`config.mk`:
```
export PLATFORM = sky130hd
export DESIGN_NAME = red_pixel_mask_and_centroid_unit
export DESIGN_NICKNAME = d
export VERILOG_FILES = /design/src/rpmc_pkg.sv /design/src/rpmc_ctrl.sv /design/src/rpmc_dp.sv /design/src/red_pixel_mask_and_centroid_unit.sv
export SDC_FILE = /design/constraint.sdc
export NUM_CORES = 1
export LEC_CHECK = 0
export BUFFER_PORTS_ARGS = -buffer_cell sky130_fd_sc_hd__buf_2
export CAP_MARGIN = 20
export CORE_MARGIN = 4
export CORE_UTILIZATION = 70
export CTS_BUF_LIST = sky130_fd_sc_hd__clkbuf_2
export CTS_CLUSTER_DIAMETER = 60
export DETAILED_ROUTE_END_ITERATION = 8
export GPL_TIMING_DRIVEN = 1
export HOLD_SLACK_MARGIN = 0.06
export PLACE_DENSITY_LB_ADDON = 0.1
export SLEW_MARGIN = 30
export SYNTH_ARGS = -nofsm -noshare
export SYNTH_HDL_FRONTEND = slang
export SYNTH_SLANG_ARGS = --single-unit
```
`constraint.sdc`:
```
create_clock -name clk -period 22.4 [get_ports clk]
set_clock_uncertainty 0.2 [all_clocks]
set_input_delay 2.24 -clock clk [delete_from_list [all_inputs] [get_ports clk]]
set_output_delay 2.24 -clock clk [all_outputs]
set_load 0.02 [all_outputs]
```
`src/rpmc_pkg.sv`:
```
`timescale 1ns / 1ps
`default_nettype none
// ----------------------------------------------------------------------------
// rpmc_pkg: shared types and constants
// Field widths, register codes, controller states, command/status bundles and
// the red-to-weight table of the red pixel mask and centroid unit.
// ----------------------------------------------------------------------------
package rpmc_pkg;

  localparam int PIX_W       = 16;
  localparam int COL_W       = 9;
  localparam int ROW_W       = 10;
  localparam int WGT_W       = 10;
  localparam int PRODX_W     = COL_W + WGT_W;
  localparam int PRODY_W     = ROW_W + WGT_W;
  localparam int SUM_W       = 40;
  localparam int WSUM_W      = 26;
  localparam int CX_W        = 9;
  localparam int CY_W        = 10;
  localparam int CFG_IDX_W   = 2;
  localparam int CFG_W       = 16;
  localparam int OUT_TDATA_W = 64;
  localparam int DIV_CNT_W   = 6;

  localparam int LINE_WIDTH_DEF = 320;
  localparam int MAX_ROWS_DEF   = 1024;

  localparam logic [PIX_W-1:0] RED_MASK   = 16'hF800;
  localparam logic [PIX_W-1:0] GREEN_MASK = 16'h07E0;
  localparam logic [PIX_W-1:0] BLUE_MASK  = 16'h001F;

  localparam logic [CFG_W-1:0] RED_MIN_RST   = 16'd0;
  localparam logic [CFG_W-1:0] GREEN_MAX_RST = 16'd2016;
  localparam logic [CFG_W-1:0] BLUE_MAX_RST  = 16'd31;

  typedef enum logic [CFG_IDX_W-1:0] {
    CFG_RED_MIN   = 2'd0,
    CFG_GREEN_MAX = 2'd1,
    CFG_BLUE_MAX  = 2'd2
  } cfg_reg_t;

  typedef enum logic [2:0] {
    S_IDLE,
    S_ACC,
    S_LDX,
    S_DIVX,
    S_LDY,
    S_DIVY,
    S_RESULT
  } state_t;

  typedef struct packed {
    logic accept;
    logic div_load;
    logic div_sel_y;
    logic div_step;
    logic cap_x;
    logic result_load;
  } dp_cmd_t;

  typedef struct packed {
    logic in_last;
    logic weight_zero;
    logic out_free;
  } dp_stat_t;

  // floor((red5 << 11) / 100) for each 5-bit red code
  localparam logic [WGT_W-1:0] WEIGHT_LUT [32] = '{
    10'd0,   10'd20,  10'd40,  10'd61,  10'd81,  10'd102, 10'd122, 10'd143,
    10'd163, 10'd184, 10'd204, 10'd225, 10'd245, 10'd266, 10'd286, 10'd307,
    10'd327, 10'd348, 10'd368, 10'd389, 10'd409, 10'd430, 10'd450, 10'd471,
    10'd491, 10'd512, 10'd532, 10'd552, 10'd573, 10'd593, 10'd614, 10'd634
  };

endpackage
`default_nettype wire

```
`src/rpmc_ctrl.sv`:
```
`timescale 1ns / 1ps
`default_nettype none
// ----------------------------------------------------------------------------
// rpmc_ctrl: sequencing controller
// Takes pixel requests, and on a frame end runs the accumulate, the two
// divisions (skipped when the frame weight is zero) and the result load.
// ----------------------------------------------------------------------------
module rpmc_ctrl (
  input  wire logic               clk,
  input  wire logic               rst_n,
  input  wire logic               in_tvalid,
  output logic                    in_tready,
  input  wire rpmc_pkg::dp_stat_t stat,
  output rpmc_pkg::dp_cmd_t       cmd
);
  import rpmc_pkg::*;

  localparam logic [DIV_CNT_W-1:0] DIV_LAST = DIV_CNT_W'(SUM_W - 1);

  state_t                 state_r, state_nxt;
  logic [DIV_CNT_W-1:0]   cnt_r, cnt_nxt;

  always_ff @(posedge clk) begin
    if (!rst_n) begin
      state_r <= S_IDLE;
      cnt_r   <= '0;
    end else begin
      state_r <= state_nxt;
      cnt_r   <= cnt_nxt;
    end
  end

  // next state
  always_comb begin
    state_nxt = state_r;
    cnt_nxt   = cnt_r;
    unique case (state_r)
      S_IDLE: begin
        if (in_tvalid && stat.out_free && stat.in_last) state_nxt = S_ACC;
      end
      S_ACC: state_nxt = S_LDX;
      S_LDX: begin
        cnt_nxt   = '0;
        state_nxt = stat.weight_zero ? S_RESULT : S_DIVX;
      end
      S_DIVX: begin
        cnt_nxt = cnt_r + 1'b1;
        if (cnt_r == DIV_LAST) state_nxt = S_LDY;
      end
      S_LDY: begin
        cnt_nxt   = '0;
        state_nxt = S_DIVY;
      end
      S_DIVY: begin
        cnt_nxt = cnt_r + 1'b1;
        if (cnt_r == DIV_LAST) state_nxt = S_RESULT;
      end
      S_RESULT: begin
        if (stat.out_free) state_nxt = S_IDLE;
      end
      default: state_nxt = S_IDLE;
    endcase
  end

  // outputs
  always_comb begin
    in_tready       = (state_r == S_IDLE) && stat.out_free;
    cmd             = '0;
    cmd.accept      = in_tvalid && in_tready;
    cmd.div_load    = (state_r == S_LDX) || (state_r == S_LDY);
    cmd.div_sel_y   = (state_r == S_LDY);
    cmd.div_step    = (state_r == S_DIVX) || (state_r == S_DIVY);
    cmd.cap_x       = (state_r == S_LDY);
    cmd.result_load = (state_r == S_RESULT) && stat.out_free;
  end

endmodule
`default_nettype wire

```
`src/rpmc_dp.sv`:
```
`timescale 1ns / 1ps
`default_nettype none
// ----------------------------------------------------------------------------
// rpmc_dp: datapath
// Threshold mask, position counters, weighted sums, shared restoring divider,
// configuration registers and the output register.
// ----------------------------------------------------------------------------
module rpmc_dp #(
  parameter int unsigned LINE_WIDTH = rpmc_pkg::LINE_WIDTH_DEF,
  parameter int unsigned MAX_ROWS   = rpmc_pkg::MAX_ROWS_DEF
) (
  input  wire logic                              clk,
  input  wire logic                              rst_n,
  input  wire logic [rpmc_pkg::PIX_W-1:0]        in_tdata,
  input  wire logic                              in_tlast,
  output logic                                   out_tvalid,
  input  wire logic                              out_tready,
  output logic [rpmc_pkg::OUT_TDATA_W-1:0]       out_tdata,
  output logic                                   out_tlast,
  output logic                                   out_tuser,
  input  wire logic                              cfg_valid,
  output logic                                   cfg_ready,
  input  wire logic [rpmc_pkg::CFG_IDX_W-1:0]    cfg_index,
  input  wire logic [rpmc_pkg::CFG_W-1:0]        cfg_data,
  input  wire rpmc_pkg::dp_cmd_t                 cmd,
  output rpmc_pkg::dp_stat_t                     stat
);
  import rpmc_pkg::*;

  localparam logic [COL_W-1:0] COL_LAST = COL_W'(LINE_WIDTH - 1);
  localparam logic [ROW_W-1:0] ROW_LAST = ROW_W'(MAX_ROWS - 1);

  // configuration
  logic [CFG_W-1:0] red_min_r, green_max_r, blue_max_r;

  always_ff @(posedge clk) begin
    if (!rst_n) begin
      red_min_r   <= RED_MIN_RST;
      green_max_r <= GREEN_MAX_RST;
      blue_max_r  <= BLUE_MAX_RST;
    end else if (cfg_valid) begin
      unique case (cfg_reg_t'(cfg_index))
        CFG_RED_MIN:   red_min_r   <= cfg_data;
        CFG_GREEN_MAX: green_max_r <= cfg_data;
        CFG_BLUE_MAX:  blue_max_r  <= cfg_data;
        default: ;
      endcase
    end
  end

  assign cfg_ready = 1'b1;

  // threshold and weight
  logic             kept;
  logic [PIX_W-1:0] pix_kept;
  logic [WGT_W-1:0] w_kept;

  always_comb begin
    kept = ((in_tdata & GREEN_MASK) <= green_max_r) &&
           ((in_tdata & BLUE_MASK)  <= blue_max_r)  &&
           ((in_tdata & RED_MASK)   >= red_min_r);
    pix_kept = kept ? in_tdata : '0;
    w_kept   = kept ? WEIGHT_LUT[in_tdata[PIX_W-1 -: 5]] : '0;
  end

  // position counters
  logic [COL_W-1:0] col_r;
  logic [ROW_W-1:0] row_r;

  always_ff @(posedge clk) begin
    if (!rst_n) begin
      col_r <= '0;
      row_r <= '0;
    end else if (cmd.accept) begin
      if (in_tlast) begin
        col_r <= '0;
        row_r <= '0;
      end else if (col_r == COL_LAST) begin
        col_r <= '0;
        row_r <= (row_r == ROW_LAST) ? '0 : row_r + 1'b1;
      end else begin
        col_r <= col_r + 1'b1;
      end
    end
  end

  // product stage
  logic               pvalid_r;
  logic [PRODX_W-1:0] prod_x_r;
  logic [PRODY_W-1:0] prod_y_r;
  logic [WGT_W-1:0]   wgt_r;
  logic [PIX_W-1:0]   last_pix_r;

  always_ff @(posedge clk) begin
    if (!rst_n) pvalid_r <= 1'b0;
    else        pvalid_r <= cmd.accept;
  end

  always_ff @(posedge clk) begin
    if (cmd.accept) begin
      prod_x_r <= PRODX_W'(col_r) * PRODX_W'(w_kept);
      prod_y_r <= PRODY_W'(row_r) * PRODY_W'(w_kept);
      wgt_r    <= w_kept;
      if (in_tlast) last_pix_r <= pix_kept;
    end
  end

  // saturating accumulators
  logic [SUM_W-1:0]  xsum_r, ysum_r;
  logic [WSUM_W-1:0] wsum_r;
  logic [SUM_W:0]    xsum_add, ysum_add;
  logic [WSUM_W:0]   wsum_add;

  always_comb begin
    xsum_add = {1'b0, xsum_r} + (SUM_W+1)'(prod_x_r);
    ysum_add = {1'b0, ysum_r} + (SUM_W+1)'(prod_y_r);
    wsum_add = {1'b0, wsum_r} + (WSUM_W+1)'(wgt_r);
  end

  always_ff @(posedge clk) begin
    if (!rst_n || cmd.result_load) begin
      xsum_r <= '0;
      ysum_r <= '0;
      wsum_r <= '0;
    end else if (pvalid_r) begin
      xsum_r <= xsum_add[SUM_W]  ? '1 : xsum_add[SUM_W-1:0];
      ysum_r <= ysum_add[SUM_W]  ? '1 : ysum_add[SUM_W-1:0];
      wsum_r <= wsum_add[WSUM_W] ? '1 : wsum_add[WSUM_W-1:0];
    end
  end

  // restoring divider, one quotient bit per cycle; quotient shifts into num_q_r
  logic [SUM_W-1:0]  num_q_r;
  logic [WSUM_W-1:0] rem_r;
  logic [CX_W-1:0]   cx_r;
  logic [WSUM_W:0]   rem_sh;
  logic              rem_ge;
  logic [CX_W-1:0]   q_sat_x;
  logic [CY_W-1:0]   q_sat_y;

  always_comb begin
    rem_sh  = {rem_r, num_q_r[SUM_W-1]};
    rem_ge  = rem_sh >= {1'b0, wsum_r};
    q_sat_x = (|num_q_r[SUM_W-1:CX_W]) ? '1 : num_q_r[CX_W-1:0];
    q_sat_y = (|num_q_r[SUM_W-1:CY_W]) ? '1 : num_q_r[CY_W-1:0];
  end

  always_ff @(posedge clk) begin
    if (cmd.cap_x) cx_r <= q_sat_x;
    if (cmd.div_load) begin
      num_q_r <= cmd.div_sel_y ? ysum_r : xsum_r;
      rem_r   <= '0;
    end else if (cmd.div_step) begin
      num_q_r <= {num_q_r[SUM_W-2:0], rem_ge};
      rem_r   <= rem_ge ? WSUM_W'(rem_sh - {1'b0, wsum_r}) : rem_sh[WSUM_W-1:0];
    end
  end

  // output register
  logic              out_valid_r;
  logic [PIX_W-1:0]  out_pix_r;
  logic              out_last_r;
  logic [CX_W-1:0]   out_cx_r;
  logic [CY_W-1:0]   out_cy_r;
  logic [WSUM_W-1:0] out_w_r;
  logic              out_nt_r;
  logic              weight_zero;
  logic              out_load;

  assign weight_zero = (wsum_r == '0);
  assign out_load    = (cmd.accept && !in_tlast) || cmd.result_load;

  always_ff @(posedge clk) begin
    if (!rst_n)          out_valid_r <= 1'b0;
    else if (out_load)   out_valid_r <= 1'b1;
    else if (out_tready) out_valid_r <= 1'b0;
  end

  always_ff @(posedge clk) begin
    if (cmd.result_load) begin
      out_pix_r  <= last_pix_r;
      out_last_r <= 1'b1;
      out_cx_r   <= weight_zero ? '0 : cx_r;
      out_cy_r   <= weight_zero ? '0 : q_sat_y;
      out_w_r    <= wsum_r;
      out_nt_r   <= weight_zero;
    end else if (cmd.accept && !in_tlast) begin
      out_pix_r  <= pix_kept;
      out_last_r <= 1'b0;
      out_cx_r   <= '0;
      out_cy_r   <= '0;
      out_w_r    <= '0;
      out_nt_r   <= 1'b0;
    end
  end

  assign out_tvalid = out_valid_r;
  assign out_tlast  = out_last_r;
  assign out_tuser  = out_nt_r;
  assign out_tdata  = {(OUT_TDATA_W-PIX_W-CX_W-CY_W-WSUM_W)'(0),
                       out_w_r, out_cy_r, out_cx_r, out_pix_r};

  assign stat.in_last     = in_tlast;
  assign stat.weight_zero = weight_zero;
  assign stat.out_free    = !out_valid_r || out_tready;

endmodule
`default_nettype wire

```
`src/red_pixel_mask_and_centroid_unit.sv`:
```
`timescale 1ns / 1ps
`default_nettype none
// ----------------------------------------------------------------------------
// red_pixel_mask_and_centroid_unit: red pixel mask with weighted centroid
//
// Input stream in_*: one RGB565 pixel per request in raster order, in_tdata
// holds the pixel and in_tlast marks the last pixel of a frame. Each pixel is
// compared in place against red_min, green_max and blue_max; a rejected pixel
// comes out black. A kept pixel adds column*w, row*w and w to saturating sums,
// with w = floor(masked_red / 100) from a 32-entry table.
// Output stream out_*: one request per pixel, in order. Ordinary pixels are
// accepted one per cycle while the output register is free and show up on
// out_* in the cycle after acceptance. The frame's last pixel carries the
// centroid (out_tlast high), which a restoring divider shared by x and y
// produces one quotient bit per cycle, first for x and then for y; when the
// frame weight is zero both divisions are skipped and out_tuser flags no
// target. in_tready stays low meanwhile.
// Configuration: cfg_* writes are registered; cfg_index 0 red_min,
// 1 green_max, 2 blue_max. Write only while idle.
// Reset (rst_n low, synchronous) clears the sums, the counters and the
// output valid flag, and restores the threshold defaults.
// A stalled receiver holds the output request; a new pixel is taken only
// when the output register is empty or being drained in the same cycle.
// ----------------------------------------------------------------------------
module red_pixel_mask_and_centroid_unit #(
  parameter int unsigned LINE_WIDTH = rpmc_pkg::LINE_WIDTH_DEF,
  parameter int unsigned MAX_ROWS   = rpmc_pkg::MAX_ROWS_DEF
) (
  input  wire logic                           clk,
  input  wire logic                           rst_n,
  // pixel input
  input  wire logic                           in_tvalid,
  output logic                                in_tready,
  input  wire logic [rpmc_pkg::PIX_W-1:0]     in_tdata,   // [15:0] pixel_in
  input  wire logic                           in_tlast,   // frame_end
  // result output
  output logic                                out_tvalid,
  input  wire logic                           out_tready,
  // [15:0] pixel_out, [24:16] center_x, [34:25] center_y,
  // [60:35] weight_total, [63:61] zero
  output logic [rpmc_pkg::OUT_TDATA_W-1:0]    out_tdata,
  output logic                                out_tlast,  // centroid_done
  output logic                                out_tuser,  // [0] no_target
  // configuration writes
  input  wire logic                           cfg_valid,
  output logic                                cfg_ready,
  input  wire logic [rpmc_pkg::CFG_IDX_W-1:0] cfg_index,
  input  wire logic [rpmc_pkg::CFG_W-1:0]     cfg_data
);
  import rpmc_pkg::*;

  dp_cmd_t  cmd;
  dp_stat_t stat;

  // sequence pixels, divisions and the frame result
  rpmc_ctrl u_ctrl (
    .clk       (clk),
    .rst_n     (rst_n),
    .in_tvalid (in_tvalid),
    .in_tready (in_tready),
    .stat      (stat),
    .cmd       (cmd)
  );

  // mask, accumulate, divide, hold the result
  rpmc_dp #(
    .LINE_WIDTH (LINE_WIDTH),
    .MAX_ROWS   (MAX_ROWS)
  ) u_dp (
    .clk        (clk),
    .rst_n      (rst_n),
    .in_tdata   (in_tdata),
    .in_tlast   (in_tlast),
    .out_tvalid (out_tvalid),
    .out_tready (out_tready),
    .out_tdata  (out_tdata),
    .out_tlast  (out_tlast),
    .out_tuser  (out_tuser),
    .cfg_valid  (cfg_valid),
    .cfg_ready  (cfg_ready),
    .cfg_index  (cfg_index),
    .cfg_data   (cfg_data),
    .cmd        (cmd),
    .stat       (stat)
  );

endmodule
`default_nettype wire

```
# Word level (Yosys, flattened, before mapping)
# Memories as Yosys holds them, arrays and structs flattened.
# Index checks and enable logic that the tools add are counted.
# Widths: inputs -> output; s select.
# word_totals
ff_bits	387
romBits	320
in_bits	40
out_inout_bits	69
n_memories	1
# op_classes
addsub	7
multipliers	2
n_lt_le_gt_ge	5
n_eq_ne	15
muxes	38
n_bitwise	1
n_reduce_logical	34
# memory_table
name	words	word_bits	read_ports	rd_clocked_by_memory_dff	write_ports	line	rtl
(name not given)	32	10	1	0	0	rpmc_dp.sv:63	w_kept = kept ? WEIGHT_LUT[in_tdata[PIX_W-1 -: 5]] : '0;
# ops
cell	n
$mux 40	5
$mux 26	4
$mux 10	10
$mux 16	3
$mux 9	5
$add 40x19->41	1
$add 40x20->41	1
$reduce_or 31->1	1
$reduce_or 30->1	1
$add 26x10->27	1
$ge 27x26->1	1
$logic_not 26->1	1
$sub 26x26->26	1
$pmux 3 s7	1
$mul 10x10->20	1
$mul 9x10->19	1
$ge 16x16->1	1
$le 11x16->1	1
$le 5x16->1	1
$mux 3	5
$pmux 6 s2	1
$add 10x1->10 const B	1
$eq 10x10->1 const B	1
$reduce_and 2->1	5
21 further kinds	48

# Depth between registers and ports, before layout
# Gate-level depths: netlist of the first run.
# depth
depth_word	7
mapped_depth	31
ltp_nobuf	29

# By module
# From an unflattened synthesis of the first run, not the netlist that was laid out.
# hier_totals
cells_unflattened	2826
hier_area_um2	26165.1
# modules_own_cells
module	instances	cells_each	area_per_inst_um2
rpmc_dp	1	2754	25597.0
rpmc_ctrl	1	72	568.0

# Worst setup path after synthesis of the first run
# Ideal clock, no wire load.
# synth_path
path_type	input -> register
from	input in_tdata[6] in the netlist's numbering
to	register u_dp.prod_y_r[18], data pin
setup_ps	258
arrival_time_ps	9001
required_time_ps	21942
slack_ps	12942
path_stages	30
path_buffers	2
path_cell_list	ha_1 -> a21o_1 -> a21o_1 -> a21o_1 -> a21o_1 -> a21oi_1 -> o211a_1 -> clkbuf_1 -> and2_1 -> clkbuf_1 -> nand2_1 -> fa_1 -> inv_1 -> fa_1 -> inv_1 -> fa_1 -> inv_1 -> fa_1 -> inv_1 -> fa_1 -> inv_1 -> ha_1 -> o21a_1 -> or2_2 -> and4_1 -> a211oi_1 -> nor3_1 -> a2111o_1 -> a21oi_1 -> xnor2_1
# synth_between
elab_chain_cells	5
# synth_lines
item	line	rtl
from (decl)	red_pixel_mask_and_centroid_unit.sv:34	input wire logic [rpmc_pkg::PIX_W-1:0] in_tdata,
$le 11x16->1	rpmc_dp.sv:59	kept = ((in_tdata & GREEN_MASK) <= green_max_r) &&
$logic_and 1x1->1	rpmc_dp.sv:59	
$logic_and 1x1->1	rpmc_dp.sv:60	((in_tdata & BLUE_MASK) <= blue_max_r) &&
$mux 10	rpmc_dp.sv:63	
net u_dp.w_kept[2]	rpmc_dp.sv:56	logic [WGT_W-1:0] w_kept;
$mul 10x10->20	rpmc_dp.sv:102	prod_y_r <= PRODY_W'(row_r) * PRODY_W'(w_kept);
to (signal assigned)	rpmc_dp.sv:102	
to (decl)	rpmc_dp.sv:90	logic [PRODY_W-1:0] prod_y_r;
# The timed path passes the listed nets, and every way through them passes these cells.
# A chain may end at the register's enable or synchronous reset.

# Worst setup path in the final report of the first run
# layout_path
from	input in_tdata[11] in the netlist's numbering
to	register u_dp.prod_y_r[18], data pin
# layout_between
elab_chain_cells	6
elab_cells_between_ends	8
# layout_lines
item	line
$not 5->6 (implied by the code)	rpmc_dp.sv:63
$mem_v2 32x10	n/a
$mux 10 (implied by the code) (2 in a row)	rpmc_dp.sv:63
$mux 10 *	rpmc_dp.sv:63
$mul 10x10->20 *	rpmc_dp.sv:102
# Mark *: on every way between the ends. The rest lies on a longest branch, timed or not. The select of a mux whose other input is x is not followed.

==> results of run 1 <==
==> placed cells by master (no fill, tap or decap), types with 9 or more instances in the layout <==
cell type  instances
ha_1             195
nor2_1           146
fa_1             123
clkinv_1          12
xor2_1            56
nor2b_1           17
o22ai_1           11
inv_1            232
nor4_1            29
o21bai_1          12
buf_2            103
nand4_1           40
a21oi_1          131
nand3_1           67
and3_1            57
mux2_2            17
a31oi_1           40
clkbuf_2         161
dfxtp_1          209
o21ai_0          170
mux2i_1           47
a21o_1            46
and4_1            10
or3_1             21
edfxtp_1         176
xnor2_1           77
a21boi_0          44
nor3b_1            9
buf_4             18
o311ai_0          14
o21a_1            18
nor3_1            52
nand2b_1          19
a211oi_1          20
o211ai_1          29
nand2_1          329
and2_1           119
or4_1              9
==> metrics by stage <==
step | util [%] | hold slack [ns] | instances | cell area [um2]
2_1_floorplan | - | 0.238 | 2874 | 26600
3_3_place_gp | 72.7 | 0.233 | 3358 | 27300
3_5_place_dp | 72.8 | 0.241 | 3359 | 27300
4_1_cts | 75.1 | 0.263 | 3535 | 28200
5_1_grt | 75.2 | 0.294 | 3536 | 28300
6_report | 75.2 | 0.263 | 3536 | 28300
==> cell usage after synthesis, drive strengths merged, types with 9 or more instances <==
cell     number
nand2       331
inv         234
dfxtp       211
ha          195
o21ai       177
edfxtp      176
nor2        146
a21oi       133
clkbuf      127
fa          123
and2        119
xnor2        78
nand3        68
and3         57
xor2         56
nor3         53
mux2i        47
a21o         46
a21boi       44
a31oi        40
nand4        40
nor4         30
o211ai       30
or3          21
a211oi       20
buf          20
nand2b       20
o21a         18
mux2         17
nor2b        17
o311ai       14
o21bai       13
o22ai        11
and4         10
nor3b        10
o2111ai       9
or4           9
==> per-layer routing <==
metal | part of all wire [%] | vias up
met3 | 7.6 | 169
met5 | 0 | -
li1 | - | 10303
met1 | 42 | 10419
met2 | 47 | 807
met4 | 3.4 | 0
==> registers in the layout (all words and copies together) (netlist names), 10 cells and up <==
signal            count
u_dp.out_cy_r        10
u_dp.prod_x_r        19
u_dp.num_q_r         40
u_dp.blue_max_r      16
u_dp.wsum_r          26
u_dp.green_max_r     16
u_dp.out_pix_r       16
u_dp.wgt_r           10
u_dp.rem_r           26
u_dp.xsum_r          40
u_dp.ysum_r          40
u_dp.out_w_r         26
u_dp.row_r           10
u_dp.last_pix_r      16
u_dp.red_min_r       16
u_dp.prod_y_r        20
==> cells by family after synthesis <==
logic type,count (synthesis)
xor gates and xnor gates,134
other,2
DFF,387
adders and majority gates,319
buffers and inverters,381
and+or+nand+nor,957
muxes,65
AOI/OAI and AO/OA,627
==> worst max-delay path: cells and delay by family <==
kind	cells	cell delay (ns)
simple gates	5	1.02
xor+xnor	1	0.09
fa+ha+maj	7	3.13
buf+inv	7	0.73
compound gates	10	2.80
==> final cells by class <==
class                      instances  area [um2]  share of cell area, %
clock buffer                     161         806                   2.85
timing repair buffer             121         651                   2.30
inverter                         234         878                   3.11
clock inverter                    15        91.3                  0.323
tap                              511         639                   2.26
antenna                            1        2.50                0.00885
multi-input combinational       2106       15700                   55.5
sequential                       387        9510                   33.7
==> power groups by stage <==
stage	Clock, uW	Combinational (uW)	Sequential [uW]
6_report	485	836	849
5_1_grt	533	922	855
4_1_cts	497	824	848
3_5_place_dp	0	819	864
3_3_place_gp	0	797	861
2_1_floorplan	0	649	854
==> worst max path at each step <==
stage	to	slack, ns	depth (start not counted)
global placement	u_dp.prod_y_r[18]$_DFFE_PP_	12.16	30
CTS	u_dp.prod_y_r[18]$_DFFE_PP_	13.04	30
detailed placement	u_dp.prod_y_r[18]$_DFFE_PP_	11.94	30
finish	u_dp.prod_y_r[18]$_DFFE_PP_	12.93	30
global route	u_dp.prod_y_r[18]$_DFFE_PP_	12.50	30
floorplan	u_dp.prod_y_r[18]$_DFFE_PP_	12.94	30
==> impl_results.md, run 1 <==
* Cell Area, Synth at around 27000 um2
* Layout Nets at 3305
* Cts repair resizes at 0
* Synth-to-Final Area Change at 6.25%
* Combinational Power Share at about two fifths
* Post-Synth XOR/XNOR Area at 4.41%
* Worst Hold Path Cells at 2
* Synth area leader: edfxtp_1
* Maximum VDD drop at 0.170 mV
* Num ports at 109
* Setup TNS at 0 ns
* Std cell rows at between 70 and 80
* Post-DP HPWL at 45.7 mm
* Synth Area in Adders at a little under a fifth
* Headroom to the max-slew limit at between 30% and 40%
* CTS Hold Bufs at 0
* Die area at approximately 40000 um2
* Sw frac at 38.8%
* Slowest CP cell: o211a_1
* Port Buffers at 104
* Slew @ Worst Pin at slightly below 1 ns
* Min-delay src: u_dp.green_max_r[2]$_SDFFE_PN0P_
* CTS tree: built
* FF-to-FF setup slack at 13.99 ns
* Core Box Area at 37600 um2
* Total Routing Usage GR at approximately 30%
* Cell variety after synth at 83
* Arr. time, crit path at 10.04 ns
* Final Hold Fails at 0
* Initial antenna violation count at 2
* Reg2reg end: u_dp.prod_y_r[18]$_DFFE_PP_
* Worst R2R Start: u_dp.red_min_r[11]$_SDFFE_PN0P_
* Synth Area in Compound Gates at 15.5%
* Outcome: complete, no violations
* Pwr Total at 2170 uW
* Clock slew at reported path FFs at ~0.10 ns
* Total global routing overflow at 0
* Synth Flop Type: dfxtp_1
* Place WS at 11.94 ns
* WHS Endpoint: u_dp.green_max_r[2]$_SDFFE_PN0P_
* Initial core utilization at 70.8%
* Pre-antenna DRT Iters at 7
* Largest family of logic cells by synthesized area: adder cells
* Tmin final at 9.47 ns
* CP endpoint kind: flop
* RSZ-0062 raised after global routing: no
* GR Util met2 at 49.6%
* Critical Path RT at 22.97 ns
* Die H at 203 um
* CP Launch Point: in_tdata[11]
* Largest net degree at the start of global routing at 81
* R2R depth at 30
* Clock Power Share at ~22%
* NetSw at 843 uW
* GR peak layer: met2
* Initial drt markers at 1751
* Main area contributors after synthesis: edfxtp_1 (20%), dfxtp_1 (16%), fa_1 (9.3%)
* Mapped Avg Cell Area at roughly 9.3 um2
* CTS sink cnt at slightly below 400
* Peak Freq at 106 MHz
* Vias in the first global route at 21241
* Routing usage on met3 at 4.76%
* Max-slew violation count at 0
* Routed WL per cell at 17.7 um
* Async set or reset register ratio after synthesis at 0%
* Final ANT Viol Nets at 0
* Max-Cap Viols at 0
* Critical path class: in2reg
* # H-tree levels at 3
* DRT Wirelength at between 60 and 70 mm
* Max incr delay on CP at approximately 0.57 ns
* Area share of and/or/nand/nor cells after synthesis at approximately 18%
* Global-route wire length before repair at 103 mm
* Setup-failing EPs final at 0
* Flops & latches, synth at 387
* Worst min path class: reg2reg
* Post-synthesis cell count at around 2900
* Sequential share of power at 39.1%
* Die width at 203 um
* CTS root buffer: clkbuf_2
* Share of layout cells above drive strength 1 at approximately 11%
* Mux cell area share after synthesis at 2.57%
* Setup WS post-layout at 12.93 ns
* CTS Buf Count at 97
* Period utilization at 42.3%
* Number of post-CTS setup repair buffers at 0
* Routability cong. at 0.938
* Met1 Use GR at between 40% and 50%
* Vias per inst at 6.14
* Internal at roughly 1300 uW
* Filler cells at 2799
* Clk_lat worst skew at 1.04 ns
* Startpoint Class: input pin
* Area share of the largest cell type after synthesis at 19.9%
* Drt drc at 0
* Post-synth EDFFs at roughly 180
* PD cells at 76.8 nW/um2
* Synth warnings at 0
* Worst Path Max Fanout at 26
* Sequential area share after synthesis at 35.7%
* Clock buffer depth at 3
* Via count at between 20000 and 25000
* Leakage at roughly 0.012 uW
No activity file was read; power rests on OpenSTA's default activity.
==> inputs of run 2 (changes only) <==
- CORE_UTILIZATION: 70 -> 65
- clock period: 22.4 -> 8.73 ns (I/O delays scaled with it)
==> impl_results.md, run 2 (synthesis results as in run 1) <==
* CP endpoint kind: flop
* Max-Cap Viols at 0
* Num ports at 109
* Tmin final at 7.81 ns
* Std cell rows at 73
* Setup TNS at 0 ns
* Clock slew at reported path FFs at between 0.1 and 0.15 ns
* Period utilization at 89.5%
* Clk_lat worst skew at 1.10 ns
* Pre-antenna DRT Iters at 5
* Max incr delay on CP at 0.54 ns
* Worst Path Max Fanout at 24
* Critical path class: in2reg
* PD cells at 195 nW/um2
* Post-DP HPWL at about 46 mm
* Final non-filler cell total at 3605
* Total Routing Usage GR at 28.5%
* Port Buffers at ~100
* Routability cong. at roughly 0.9
* Global-route wire length before repair at 104 mm
* CTS root buffer: clkbuf_2
* Initial antenna violation count at 3
* Maximum VDD drop at between 0.3 and 0.4 mV
* DRT Wirelength at around 64 mm
* Commonest non-fill, non-tap cell in the layout: nand2_1
* CTS sink cnt at 387
* Drt drc at 0
* Outcome: complete, no violations
* Arr. time, crit path at 8.47 ns
* Total global routing overflow at 0
* Max-slew violation count at 0
* Synth-to-Final Area Change at 8.07%
* Final core utilization at 71.7%
* Die area at 44200 um2
* Vias per inst at 6.01
* Die H at 210 um
* Initial drt markers at between 1500 and 2000
* Commonest non-fill, non-tap cells in the layout: nand2_1 (329), inv_1 (232), dfxtp_1 (209)
* Die width at ~210 um
* Setup-failing EPs final at 0
* Share of layout cells above drive strength 1 at 11.0%
* Clock buffer depth at 3
* CTS tree: built
* Cts repair resizes at 0
* # H-tree levels at 3
* Layout Nets at between 3000 and 4000
* Pwr Total at between 5000 and 6000 uW
* Final Hold Fails at 0
* Leakage at 0.0126 uW
* Filler cells at 3049
* Slowest CP cell: fa_1
* Slew @ Worst Pin at 0.889 ns
* Routed WL per cell at between 15 and 20 um
* Worst min path class: in2reg
* Placed cell count at 3384
* Via count at 21661
* Peak Freq at 128 MHz
* Headroom to the max-slew limit at between 40% and 50%
* Initial core utilization at 66.3%
* Largest regs: u_dp.num_q_r (40), u_dp.xsum_r (40), u_dp.ysum_r (40)
* Startpoint Class: input pin
* Vias in the first global route at 21013
* RSZ-0062 raised after global routing: no
* Final ANT Viol Nets at 0
* CTS Buf Count at 98
* Core Box Area at 40100 um2
* Largest net degree at the start of global routing at 86
* Critical Path RT at 9.39 ns
run 2: cell count changes in the layout (fill, tap and decap cells not counted), sizes merged:
cell,previous run,this run
dlygate4sd3,0,35
clkinv,12,31
clkbuf,161,143
buf,121,132
diode,1,5
inv,235,238
bufinv,1,2
run 2: metrics by stage:
| stage | hold slack [ns] | setup slack (ns) | area [um2] |
|---|---|---|---|
| 2_1_floorplan | 0.238 | 0.639 | 26600 |
| 3_3_place_gp | 0.232 | 0.498 | 27400 |
| 3_5_place_dp | 0.241 | 0.409 | 27400 |
| 4_1_cts | 0.0693 | 1.08 | 28700 |
| 5_1_grt | 0.0901 | 0.587 | 28700 |
| 6_report | 0.185 | 0.918 | 28700 |
run 2: critical path: cells and delay by family:
family | cells | cell delay, ns
adders and majority gates | 7 | 3.21
AOI/OAI and AO/OA | 10 | 2.23
xor gates and xnor gates | 1 | 0.08
buffers and inverters | 8 | 1.19
and+or+nand+nor | 5 | 0.90
run 2: timing repair:
item                      in CTS  in global routing
hold endpoints to repair      80                  0
hold buffers                  35                  0
buffers inserted               0                  0
run 2: path summary, 6_finish.rpt:
check / depth (start not counted) / to / from / slack [ns]
hold / removal: 5 / u_dp.red_min_r[4]$_SDFFE_PN0P_ / cfg_index[1] / 0.18
setup reg to reg: 30 / u_dp.prod_y_r[18]$_DFFE_PP_ / u_dp.green_max_r[6]$_SDFFE_PN1P_ / 1.06
setup / recovery: 31 / u_dp.prod_y_r[18]$_DFFE_PP_ / in_tdata[6] / 0.92
hold reg to reg: 1 / u_dp.out_tlast$_SDFFE_PP1P_ / u_dp.out_tlast$_SDFFE_PP1P_ / 0.26
run 2: per-layer routing:
| layer | global-route usage, % | up-vias | wire length, um |
|---|---|---|---|
| met5 | 0 | - | 0 |
| met4 | 10.6 | 0 | 2130 |
| met3 | 5.12 | 157 | 3920 |
| met2 | 46.4 | 721 | 30500 |
| met1 | 38.4 | 10375 | 27600 |
| li1 | - | 10408 | - |
run 2: area by class of cell:
type	instances	area [um2]	area share, %
clock buffer	143	716	2.49
timing repair buffer	167	1080	3.76
sequential	387	9510	33.1
multi-input combinational	2106	15700	54.5
clock inverter	38	211	0.736
tap	525	657	2.29
inverter	234	878	3.06
antenna	5	12.5	0.0435
run 2: power breakdown:
| part | total, uW | internal [uW] | leakage (uW) | switching [uW] |
|---|---|---|---|---|
| Sequential | 2180 | 2060 | 0.00337 | 120 |
| Combinational | 2150 | 853 | 0.00858 | 1300 |
| Clock | 1290 | 505 | 0.000696 | 780 |
| Total | 5620 | 3420 | 0.0126 | 2200 |
==> inputs of run 3 (changes only) <==
- ABC_AREA: default -> 1
==> impl_results.md, run 3 <==
* Outcome: complete, no violations
* Main area contributors after synthesis: edfxtp_1 (18%), dfxtp_1 (15%), nand2_1 (11%)
* # H-tree levels at 3
* Layout Nets at 4351
* Place WS at 1.04 ns
* Async set or reset register ratio after synthesis at 0%
* Setup WS post-layout at 1.51 ns
* CTS root buffer: clkbuf_2
* Largest family of logic cells by synthesized area: simple AND/OR/NAND/NOR gates
* Synth Area in Compound Gates at 10.1%
* Initial core utilization at 66.3%
* Cell Area, Synth at about 29000 um2
* R2R depth at 27
* DRT Wirelength at 80.9 mm
* Filler cells at 3607
* Die width at 218 um
* Period utilization at 82.7%
* Startpoint Class: input pin
* Mapped Avg Cell Area at 7.51 um2
* Initial antenna violation count at 1
* Vias in the first global route at 26366
* Commonest non-fill, non-tap cell in the layout: nand2_1
* Flops & latches, synth at 387
* Reg2reg end: u_dp.prod_y_r[13]$_DFFE_PP_
* Post-DP HPWL at between 60 and 70 mm
* CP endpoint kind: flop
* Leakage at ~0.015 uW
* RSZ-0062 raised after global routing: no
* Routability cong. at 0.996
* Area share of and/or/nand/nor cells after synthesis at 27.4%
* Synth Flop Type: dfxtp_1
* Peak Freq at 139 MHz
* Synth warnings at 0
* Worst Hold Path Cells at 2
* Mux cell area share after synthesis at 0%
* Largest net degree at the start of global routing at 89
* Area share of the largest cell type after synthesis at 18.4%
* Final Hold Fails at 0
* Die area at 47700 um2
* Clock buffer depth at 3
* Critical Path RT at 9.34 ns
* Die H at roughly 220 um
* Count leader, synth: nand2_1
* Min-delay src: rst_n
* Routed WL per cell at 17.3 um
* Vias per inst at ~5.8
* Max-slew violation count at 0
* Tmin final at ~7.2 ns
* Total Routing Usage GR at 34.0%
* CTS sink cnt at a little under 400
* Clk_lat worst skew at 1.12 ns
* Sequential area share after synthesis at 33.0%
* Worst R2R Start: u_dp.red_min_r[11]$_SDFFE_PN0P_
* Headroom to the max-slew limit at 32.7%
* Via count at around 27000
* Synth-to-Final Area Change at 7.59%
* Port Buffers at about 100
* PD cells at approximately 210 nW/um2
* Worst min path class: in2reg
* Critical path class: in2reg
* Worst Path Max Fanout at 22
* Commonest non-fill, non-tap cells in the layout: nand2_1 (852), inv_1 (542), nor2_1 (514)
* Clock slew at reported path FFs at 0.12 ns
* Synth cell count leaders: nand2_1 (853), inv_1 (543), nor2_1 (515)
* Arr. time, crit path at 7.83 ns
* Synth area leader: edfxtp_1
* Hold WS at 0.237 ns
* Drt drc at 0
* Share of layout cells above drive strength 1 at under 10%
* Core Box Area at 43500 um2
* Cell variety after synth at 64
* Post-synth EDFFs at 176
* Slew @ Worst Pin at 1.01 ns
* CTS tree: built
* Post-synthesis cell count at around 3800
* Setup TNS at 0 ns
* Setup-failing EPs final at 0
* Largest regs: u_dp.num_q_r (40), u_dp.xsum_r (40), u_dp.ysum_r (40)
* Synth Area in Adders at between 10% and 20%
* Global-route wire length before repair at 132 mm
* Num ports at 109
* Std cell rows at 76
* Max-Cap Viols at 0
* Maximum VDD drop at between 0.3 and 0.4 mV
* Pre-antenna DRT Iters at 9
* WHS Endpoint: u_dp.blue_max_r[0]$_SDFFE_PN1P_
* CTS Buf Count at ~100
* Final ANT Viol Nets at 0
* Initial drt markers at ~2700
* Total global routing overflow at 0
* FF-to-FF setup slack at 1.68 ns
* Post-Synth XOR/XNOR Area at 2.71%
* Number of post-CTS setup repair buffers at 0
run 3: layer usage:
metal  part of all wire, %  track usage [%]
met2                    45             54.5
met1                    43             46.3
met4                   3.3             12.2
met3                   8.9             6.40
met5                     0                0
run 3: worst max path at each step:
stage	startpoint	cells past startpoint	slack, ns	end
5_1_grt	in_tdata[15]	28	1.15	u_dp.prod_y_r[13]$_DFFE_PP_
3_5_place_dp	in_tdata[11]	26	1.04	u_dp.prod_y_r[15]$_DFFE_PP_
4_1_cts	in_tdata[11]	27	1.71	u_dp.prod_y_r[15]$_DFFE_PP_
3_3_place_gp	in_tdata[14]	26	1.21	u_dp.prod_y_r[15]$_DFFE_PP_
2_1_floorplan	in_tdata[3]	24	2.19	u_dp.prod_y_r[15]$_DFFE_PP_
6_report	in_tdata[1]	28	1.51	u_dp.prod_y_r[13]$_DFFE_PP_
run 3: report_power, final:
group / internal [uW] / switching (uW)
Combinational: 856 / 1970
Clock: 495 / 797
Sequential: 2320 / 208
Total: 3670 / 2980
run 3: what timing repair did:
action	in CTS	in global routing
resized for setup	0	0
hold buffers	49	0
hold endpoints to repair	92	0
run 3: final cells by class:
class                      count  area (um2)  area share, %
tap                          585         732           2.36
clock buffer                 162         811           2.62
antenna                        2        5.00         0.0162
timing repair buffer         171        1150           3.70
clock inverter                30         128          0.412
inverter                     569        2140           6.91
sequential                   387        9510           30.7
multi-input combinational   2763       16500           53.3
run 3: logic make-up (layout without fill, tap and decap cells):
logic type / after synthesis / in the layout
DFF: 387 / 387
buffers and inverters: 687 / 932
xor gates and xnor gates: 89 / 89
adders and majority gates: 318 / 318
AOI/OAI and AO/OA: 537 / 537
other: 2 / 6
and+or+nand+nor: 1815 / 1815
run 3: stage by stage:
stage	utilization (%)	std cells	total power, uW	cell area (um2)
after floorplan	-	3837	4550	28800
after global placement	68.0	4426	5220	29500
after detailed placement	68.0	4426	5300	29500
after CTS	71.3	4667	6600	31000
after global routing	71.3	4669	7110	31000
final	71.3	4669	6650	31000
run 3: worst max-delay path, cell delays in order:
cell and delay, ns:
dlygate4sd3_1 0.57, buf_2 0.15, ha_1 0.31, a21oi_1 0.16, o21ai_0 0.10, a21o_1 0.17
nand2_2 0.40, nand4_2 0.41, inv_1 0.42, nand2_1 0.14, fa_1 0.56, inv_1 0.05
fa_1 0.49, inv_1 0.05, fa_1 0.47, inv_1 0.06, fa_1 0.53, inv_1 0.05
fa_1 0.53, inv_1 0.04, ha_1 0.34, nand2_1 0.09, nor2_1 0.15, inv_1 0.06
o21ai_0 0.35, nand3_1 0.13, nand2_1 0.10, xor2_1 0.07
